$ cat config.mk
export PLATFORM = sky130hd
export DESIGN_NAME = dedup_index_stack
export DESIGN_NICKNAME = d
export VERILOG_FILES = /design/src/design/dis_pkg.sv /design/src/design/dis_ctrl.sv /design/src/design/dis_dpath.sv /design/src/design/dedup_index_stack.sv
export SDC_FILE = /design/constraint.sdc
export NUM_CORES = 2
export LEC_CHECK = 0
export BUFFER_PORTS_ARGS = -buffer_cell sky130_fd_sc_hd__buf_2
export CORE_MARGIN = 1
export CORE_UTILIZATION = 45
export CTS_CLUSTER_DIAMETER = 100
export CTS_CLUSTER_SIZE = 16
export DETAILED_ROUTE_END_ITERATION = 8
export PLACE_DENSITY = 0.6
export SLEW_MARGIN = 10
export SYNTH_ARGS = -nofsm -noshare
export SYNTH_HDL_FRONTEND = slang
export SYNTH_SLANG_ARGS = --single-unit
$ cat constraint.sdc
create_clock -name clk -period 6.6 [get_ports clk]
set_input_delay 0.33 -clock clk [delete_from_list [all_inputs] [get_ports clk]]
set_output_delay 0.33 -clock clk [all_outputs]
set_load 0.02 [all_outputs]
$ cat src/design/dis_pkg.sv
// ----------------------------------------------------------------------------
// dis_pkg
// Shared types and constants for the duplicate-free index stack.
// ----------------------------------------------------------------------------
`default_nettype none

package dis_pkg;

	localparam int ITEMS = 256;
	localparam int IDX_W = 8;
	localparam int CNT_W = 9;

	typedef enum logic [1:0] {
		ST_PUSHED    = 2'd0,
		ST_DUP       = 2'd1,
		ST_POPPED    = 2'd2,
		ST_EMPTY_POP = 2'd3
	} status_t;

	typedef enum logic {
		FUNC_PUSH = 1'b0,
		FUNC_POP  = 1'b1
	} func_t;

	typedef enum logic {
		IDLE = 1'b0,
		EXEC = 1'b1
	} state_t;

	typedef struct packed {
		logic load;
		logic exec;
	} ctrl_cmd_t;

endpackage

`default_nettype wire

$ cat src/design/dis_ctrl.sv
// ----------------------------------------------------------------------------
// dis_ctrl
// Controller: takes a transaction, then runs its execute state.
// ----------------------------------------------------------------------------
`default_nettype none

module dis_ctrl
	import dis_pkg::*;
(
	input  wire logic       clk,
	input  wire logic       arst_n,
	input  wire logic       start,
	output ctrl_cmd_t       cmd,
	output logic            busy
);

	state_t state_q;
	state_t state_next;

	always_ff @(posedge clk or negedge arst_n) begin
		if (!arst_n) begin
			state_q <= IDLE;
		end else begin
			state_q <= state_next;
		end
	end

	always_comb begin
		state_next = state_q;
		cmd        = '0;
		busy       = 1'b0;
		case (state_q)
			IDLE: begin
				if (start) begin
					cmd.load   = 1'b1;
					state_next = EXEC;
				end
			end
			EXEC: begin
				busy       = 1'b1;
				cmd.exec   = 1'b1;
				state_next = IDLE;
			end
			default: begin
				state_next = IDLE;
			end
		endcase
	end

endmodule

`default_nettype wire

$ cat src/design/dis_dpath.sv
// ----------------------------------------------------------------------------
// dis_dpath
// Datapath: stack memory, presence bitmap, depth counter and result registers.
// ----------------------------------------------------------------------------
`default_nettype none

module dis_dpath
	import dis_pkg::*;
(
	input  wire logic             clk,
	input  wire logic             arst_n,
	input  wire ctrl_cmd_t        cmd,
	input  wire logic             func,
	input  wire logic [IDX_W-1:0] item_index,
	output logic                  done,
	output logic [IDX_W-1:0]      popped_index,
	output logic [1:0]            status,
	output logic                  is_empty,
	output logic [CNT_W-1:0]      depth
);

	logic [IDX_W-1:0] mem [ITEMS];
	logic [ITEMS-1:0] presence_q;
	logic [CNT_W-1:0] count_q;
	func_t            func_q;
	logic [IDX_W-1:0] idx_q;
	logic [IDX_W-1:0] top_q;

	logic             done_q;
	logic [IDX_W-1:0] popped_q;
	status_t          status_q;
	logic             empty_q;
	logic [CNT_W-1:0] depth_q;

	logic             push_ok;
	logic             pop_ok;
	logic [CNT_W-1:0] count_next;
	logic [CNT_W-1:0] count_dec;

	assign count_dec = count_q - CNT_W'(1);
	assign push_ok   = cmd.exec && (func_q == FUNC_PUSH) && !presence_q[idx_q]
		&& (count_q != CNT_W'(ITEMS));
	assign pop_ok    = cmd.exec && (func_q == FUNC_POP) && (count_q != '0);

	always_comb begin
		count_next = count_q;
		if (push_ok) begin
			count_next = count_q + CNT_W'(1);
		end else if (pop_ok) begin
			count_next = count_dec;
		end
	end

	// top entry is read while the transaction is taken
	always_ff @(posedge clk) begin
		if (push_ok) begin
			mem[count_q[IDX_W-1:0]] <= idx_q;
		end
		if (cmd.load) begin
			top_q <= mem[count_dec[IDX_W-1:0]];
		end
	end

	always_ff @(posedge clk) begin
		if (cmd.load) begin
			func_q <= func_t'(func);
			idx_q  <= item_index;
		end
	end

	always_ff @(posedge clk or negedge arst_n) begin
		if (!arst_n) begin
			presence_q <= '0;
			count_q    <= '0;
			done_q     <= 1'b0;
		end else begin
			if (push_ok) begin
				presence_q[idx_q] <= 1'b1;
			end else if (pop_ok) begin
				presence_q[top_q] <= 1'b0;
			end
			count_q <= count_next;
			done_q  <= cmd.exec;
		end
	end

	always_ff @(posedge clk) begin
		if (cmd.exec) begin
			popped_q <= pop_ok ? top_q : '0;
			empty_q  <= (count_next == '0);
			depth_q  <= count_next;
			if (func_q == FUNC_PUSH) begin
				status_q <= push_ok ? ST_PUSHED : ST_DUP;
			end else begin
				status_q <= pop_ok ? ST_POPPED : ST_EMPTY_POP;
			end
		end
	end

	assign done         = done_q;
	assign popped_index = popped_q;
	assign status       = status_q;
	assign is_empty     = empty_q;
	assign depth        = depth_q;

endmodule

`default_nettype wire

$ cat src/design/dedup_index_stack.sv
// ----------------------------------------------------------------------------
// dedup_index_stack
// Stack of 8-bit indices that never holds the same index twice.
// ----------------------------------------------------------------------------
// channel   handshake        payload
// command   start / busy     func, item_index
// result    done (strobe)    popped_index, status, is_empty, depth
//
// a transaction has two steps: the accept cycle reads the top entry from the
// stack memory, the execute cycle updates memory, bitmap and depth
// the result shows for one cycle after the execute cycle; a new start is
// taken in that same cycle, but not during the execute cycle while busy is high
// reset clears the presence bitmap and depth counter at once, no clearing pass
// the result cannot be stalled
// ----------------------------------------------------------------------------
`default_nettype none

module dedup_index_stack
	import dis_pkg::*;
(
	input  wire logic             clk,
	input  wire logic             arst_n,
	input  wire logic             start,
	output logic                  busy,
	input  wire logic             func,
	input  wire logic [IDX_W-1:0] item_index,
	output logic                  done,
	output logic [IDX_W-1:0]      popped_index,
	output logic [1:0]            status,
	output logic                  is_empty,
	output logic [CNT_W-1:0]      depth
);

	ctrl_cmd_t cmd;

	dis_ctrl u_ctrl (
		.clk    (clk),
		.arst_n (arst_n),
		.start  (start),
		.cmd    (cmd),
		.busy   (busy)
	);

	dis_dpath u_dpath (
		.clk          (clk),
		.arst_n       (arst_n),
		.cmd          (cmd),
		.func         (func),
		.item_index   (item_index),
		.done         (done),
		.popped_index (popped_index),
		.status       (status),
		.is_empty     (is_empty),
		.depth        (depth)
	);

`ifndef SYNTH
	a_accept_busy: assert property (@(posedge clk) disable iff (!arst_n)
		(start && !busy) |=> busy)
		else $error("accepted transaction did not enter execute");

	a_done_after_busy: assert property (@(posedge clk) disable iff (!arst_n)
		done |-> $past(busy))
		else $error("result strobe without an execute cycle");

	a_empty_depth: assert property (@(posedge clk) disable iff (!arst_n)
		done |-> (is_empty == (depth == '0)))
		else $error("empty flag disagrees with depth");

	a_empty_pop: assert property (@(posedge clk) disable iff (!arst_n)
		(done && (status == ST_EMPTY_POP)) |-> (is_empty && (popped_index == '0)))
		else $error("failed pop reported on a non-empty stack");
`endif

endmodule

`default_nettype wire

---- Word level (Yosys, flattened, before mapping) ----
Memory sizes are Yosys's and may differ from the RTL's. A register that Yosys moved wholly into a read port is not among the register bits.
Cells that the tools add are included.
storage, ports and cells
  register bits after elaboration ......... 296
  bits in latches ......................... 0
  bits in writable memories ............... 2048
  bits in read-only memories .............. 0
  input bits .............................. 12
  logic and storage cells ................. 53
  memories kept ........................... 1
operators by class
  add/subtract/negate cells ............... 2
  $mul .................................... 0
  divide/modulo/power cells ............... 0
  magnitude comparators ................... 4
  eq/ne operators ......................... 1
  shifts and indexed selects .............. 0
  muxes and demuxes ....................... 19
  bitwise gates (word level) .............. 5
  reduce and logical (&&, ||, !) cells .... 11
memory list
  name         depth  width  rd ports  clocked after memory_dff  wr ports  RTL line         source
  u_dpath.mem  256    8      1         1                         1         dis_dpath.sv:22  logic [IDX_W-1:0] mem [ITEMS];
operators by type and width
  kind                   number
  $mux W256              2
  $and A256 B256 Y256    1
  $not A256 Y256         1
  $or A256 B256 Y256     1
  $lt A8 B9 Y1 const B   2
  $mux W9                2
  $demux W1 S8           2
  $ge A8 B1 Y1 const B   2
  $mux W1                10
  $add A9 B1 Y9 const B  1
  $logic_not A9 Y1       1
  $ne A9 B9 Y1 const B   1
  $reduce_bool A9 Y1     1
  $sub A9 B1 Y9 const B  1
  $bmux W1 S8            1
  $logic_and A1 B1 Y1    7
  $mux W2                1
  $not A1 Y1             2
  $pmux W1 S2            1
  $reduce_bool A2 Y1     1
  $logic_not A1 Y1       1

---- Longest topological paths before layout ----
  word-level depth ........................ 8
  gate-level depth with buffers ........... 18
  mapped depth without buffers ............ 11

---- Cells and area by module ----
From an unflattened synthesis, not the netlist that was laid out.
second synthesis, totals
  cells, all modules ...................... 4506
  area total of the unflattened synthesis .. 92907.9 µm²
modules (own cells, without submodules)
  module     times used  cells an instance  area an instance (µm²)  sequential area each (µm²)
  dis_dpath  1           4502               92854.1                 69266.4
  dis_ctrl   1           4                  53.8                    25.0

---- Least setup slack after synthesis ----
OpenSTA, ideal clock, no wires.
  path kind ............................... register to register
  start ................................... register u_dpath.idx_q[0]
  end ..................................... memory u_dpath.mem[238][0] (enable)
  library setup time ...................... 0.370 ns
  arrival ................................. 6.596 ns
  path slack .............................. -0.366 ns
  cell stages (with the launch flop) ...... 13
  path buffers ............................ 3
  period minus slack after synthesis ...... 6.966 ns
  cell sequence ........................... edfxtp_1 buf_2 mux4_2 mux2i_1 nor3_1 a2111oi_0 o21ai_1 nor3_2 nand2_2 buf_2 or2_2 clkbuf_1 nor2_1
between the ends
  longest elaborated chain between the ends .. 7
RTL lines
  element                        RTL line         source
  start: declaration             dis_dpath.sv:26  logic [IDX_W-1:0] idx_q;
  start signal: assignment       dis_dpath.sv:67  idx_q <= item_index;
  $bmux W1 S8                    dis_dpath.sv:41  assign push_ok = cmd.exec && (func_q == FUNC_PUSH) && !presence_q[idx_q]
  $mux W1 (implied by the code)  dis_dpath.sv:41
  $logic_not A1 Y1               dis_dpath.sv:41
  $logic_and A1 B1 Y1            dis_dpath.sv:41
  $logic_and A1 B1 Y1            dis_dpath.sv:42  && (count_q != CNT_W'(ITEMS));
  $mux W1                        dis_dpath.sv:56  if (push_ok) begin
  $mux W1 (implied by the code)  dis_dpath.sv:57  mem[count_q[IDX_W-1:0]] <= idx_q;
  end: declaration               dis_dpath.sv:22
Every way passes these cells. The select of a mux whose other input is x is not followed.

---- Worst setup path in the final report ----
  start ................................... register u_dpath.idx_q[1]
  end ..................................... memory u_dpath.mem[70][3] (enable)
The elaborated chain is that of the path after synthesis.

==> out/results.tsv <==
stage	metric	value	unit
run_status	status	complete, no violations	
drt	wl_per_cell	32.5	um
synth	yosysWarnings	0	
worst_setup_path	cp_max_fo	59	
worst_setup_path	crit_start	u_dpath.idx_q[1]	
placed_design	preCtsSetupSlack	1280	ps
drt	via_per_inst	6.23	
final_layout	nFillCells	16100	
cts	cts_sinks	2352	
timing	skew	50.9	ps
floorplanning	die-area	0.208	mm2
synth	syn-num-nets	4516	
timing	rsz0062_at_grt	no	
worst_setup_path	cp-start-kind	flip-flop	
floorplanning	initial_core_util	45.3	%
timing	post-route-period-util	81.5	%
power	vdd_drop_max	0.570	mV
worst_setup_path	cp-end-kind	flip-flop	
timing	finalHoldViolations	0	
cts	cts_buffers	165	
worst_setup_path	worstSetupPathType	reg -> reg	
synth	synth-edff-count	2085	
timing	hold_ws	85.8	ps
placed_design	gp_congestion	0.820	
cts	cts_setup_buffers	0	
worst_setup_path	critPathMaxStageDelay	890	ps
global_routing	grt_pass1_wl	345000	um
worst_setup_path	r2r_slack	1220	ps
worst_setup_path	crit_top_cell	buf_12	
worst_setup_path	worst-path-buf-inv	3	
worst_setup_path	critPathRequiredTime	7040	ps
placed_design	dpl.hpwl	144000	um
worst_hold_path	min_path_type	in -> async	
worst_setup_path	r2r_cells	11	
drt	drt-initial-drc-count	5633	
cts	cts_buffer_depth	3	
worst_setup_path	worstReg2RegStart	u_dpath.idx_q[1]	
worst_setup_path	cp.depth	11	
timing	relSlewSlack	17.6	%
synth	async_reset_ff_share	11.4	%
floorplanning	die_x	456	um
synth	synth_area_leader_cell	edfxtp_1	
timing	fmax	0.186	GHz
final_layout	stdcell_area	0.102	mm2
cts	clk-insertion-delay-late	850	ps
drt	drt_wl_total	238000	um
synth	synth_top_area_share	67.6	%
global_routing	grt_use_total	23.1	%
power	pwr_density_cell	410	mW/mm2
global_routing	grt_pass1_vias	46000	
flow_run	cap_violations	0	
timing	slew_violations	0	
worst_setup_path	path_delay_family	simple AND/OR/NAND/NOR gates	
final_layout	area_growth	10.6	%
synth	avgSynthCellArea	20.6	um2
worst_setup_path	regToRegEndpoint	u_dpath.mem[70][3]	
cts	cts_tree	done	
drt	dr.pass1.iters	5	
timing	tightest_slew	1230	ps
cts	postCtsResizedCells	0	
cts	h-tree-depth	4	
global_routing	antenna_found_initial	8	
power	power.total	42.0	mW
drt	drc	0	
floorplanning	die_h	456	um
worst_setup_path	worstPathCellList	buf_12 -> buf_4 -> mux4_2 -> nor2b_1 -> a211oi_1 -> o21ai_1 -> nor3_4 -> buf_12 -> and3_1 -> nand2_2 -> nor2_1	
power	p_leak	31.9	nW
drt	drt.antenna.violating_nets	0	
global_routing	grt-ovfl-total	0	
worst_setup_path	cp_data_arrival_time	5810	ps
placed_design	placed_area	0.0977	mm2
synth	synthDistinctLibCells	55	
drt	num_vias	45700	
timing	setup_ws	1220	ps
synth	synth_area	0.0927	mm2
floorplanning	pin_count	34	
cts	cts_hold_buf	11	
cts	clkSlewWorstSetupHoldPaths	70	ps
timing	period_needed	5380	ps
cts	cts_root_buf	clkbuf_16	
synth	yosysMostFrequentCell	edfxtp_1	
floorplanning	coreArea	0.205	mm2
synth	synth_ff_type	edfxtp_1	
synth	yosys-top-cells-count	2085 x edfxtp_1, 727 x mux4_2, 498 x o21ai_0	
timing	setup_viol_count_final	0	
final_layout	fin_nets	4617	
synth	synth_seq_area_share	74.8	%
worst_setup_path	crit_end	u_dpath.mem[70][3]	
worst_setup_path	cp_slowest_cell	edfxtp_1	
placed_design	io_buffers	33	
final_layout	layout-drive-gt1-share	27.8	%
synth	synth-seq-cells	2352	
synth	yosys-top-cells-area	edfxtp_1 68%, mux4_2 18%, dfrtp_1 7.2%	
synth	synth_cells	4499	
global_routing	grt_max_degree	196	
floorplanning	rows	166	
timing	timing.setup.tns	0	ps
[worst min path at each step]
| stage | from | endpoint | slack (ps) | cells after the start |
|---|---|---|---|---|
| 2_1_floorplan | arst_n | u_ctrl.state_q | 30 | 0 |
| 3_3_place_gp | arst_n | u_dpath.done | 400 | 1 |
| 3_5_place_dp | arst_n | u_dpath.done | 400 | 1 |
| 4_1_cts | arst_n | u_dpath.done | 90 | 2 |
| 5_1_grt | arst_n | u_dpath.done | 110 | 2 |
| 6_report | arst_n | u_dpath.done | 90 | 2 |
[metal layers]
layer	global-route usage, %	routed length [um]	part of all wire, %	vias to the layer above
li1	-	-	-	18700
met1	34.0	102000	43	24900
met2	36.6	115000	48	1759
met3	3.40	15400	6.5	300
met4	5.59	5390	2.3	2
met5	0	14	0.0059	-
[cells in the final DEF, fill, tap and decap left out, types with 4 or more instances in the layout]
master / instances
ha_1: 4
clkbuf_16: 165
a21oi_1: 7
dfrtp_1: 265
nor2_4: 129
dlygate4sd3_1: 11
nand2_1: 84
mux4_2: 727
clkinv_8: 6
buf_12: 19
and2_1: 11
nand3_1: 26
nand2_2: 6
nand2b_1: 4
nand3_2: 5
o21ai_1: 17
a22oi_1: 13
xnor2_1: 6
and3_1: 8
edfxtp_1: 2085
nor2_2: 15
nor3_1: 8
buf_2: 32
inv_1: 9
diode_2: 6
o22ai_1: 6
mux2i_1: 50
nand4_1: 21
a31oi_1: 4
inv_16: 5
clkbuf_1: 30
clkinv_16: 4
nor2_1: 135
buf_4: 153
nor2b_1: 25
o21ai_0: 498
[state kept, by name, summed over array words and instances, names as in the netlist, 2 cells and up]
signal	flops
u_dpath.presence_q	256
u_dpath.mem	2048
u_dpath.count_q	9
u_dpath.status	2
u_dpath.top_q	8
u_dpath.depth	9
u_dpath.popped_index	8
u_dpath.idx_q	8
[cell type report]
| type | instances | area (um2) | share of cell area [%] |
|---|---|---|---|
| Timing Repair Buffer | 216 | 1810 | 1.77 |
| Clock inverter | 18 | 364 | 0.355 |
| Clock buffer | 195 | 4240 | 4.14 |
| Multi-Input combinational cell | 1856 | 23300 | 22.8 |
| Inverter | 9 | 33.8 | 0.0330 |
| Antenna cell | 6 | 15.0 | 0.0147 |
| Tap cell | 2688 | 3360 | 3.28 |
| Sequential cell | 2352 | 69300 | 67.6 |
[kinds of logic (layout without fill, tap and decap cells)]
group                      count (synthesis)  after routing  share of synthesized area [%]
and+or+nand+nor                          490            490                           2.32
DFF                                     2352           2352                           74.8
adders and majority gates                  5              5                         0.0675
xor gates and xnor gates                  11             11                          0.104
other                                      0              6                              0
AOI/OAI and AO/OA                        570            570                           3.22
buffers and inverters                    291            438                           1.27
muxes                                    780            780                           18.2
[stage by stage]
stage	std cells	util (%)
after detailed placement	7110	47.8
after CTS	7334	50.1
after global placement	7110	47.8
after floorplan	4499	-
final	7340	50.1
after global routing	7335	50.1
[report_power, final]
part,switching (mW),internal (mW),total (mW)
logic,8.70,6.96,15.7
registers,0.260,16.4,16.7
clock network,5.00,4.62,9.63
total,14.0,28.0,42.0
Power figures use the tool's default switching activity.
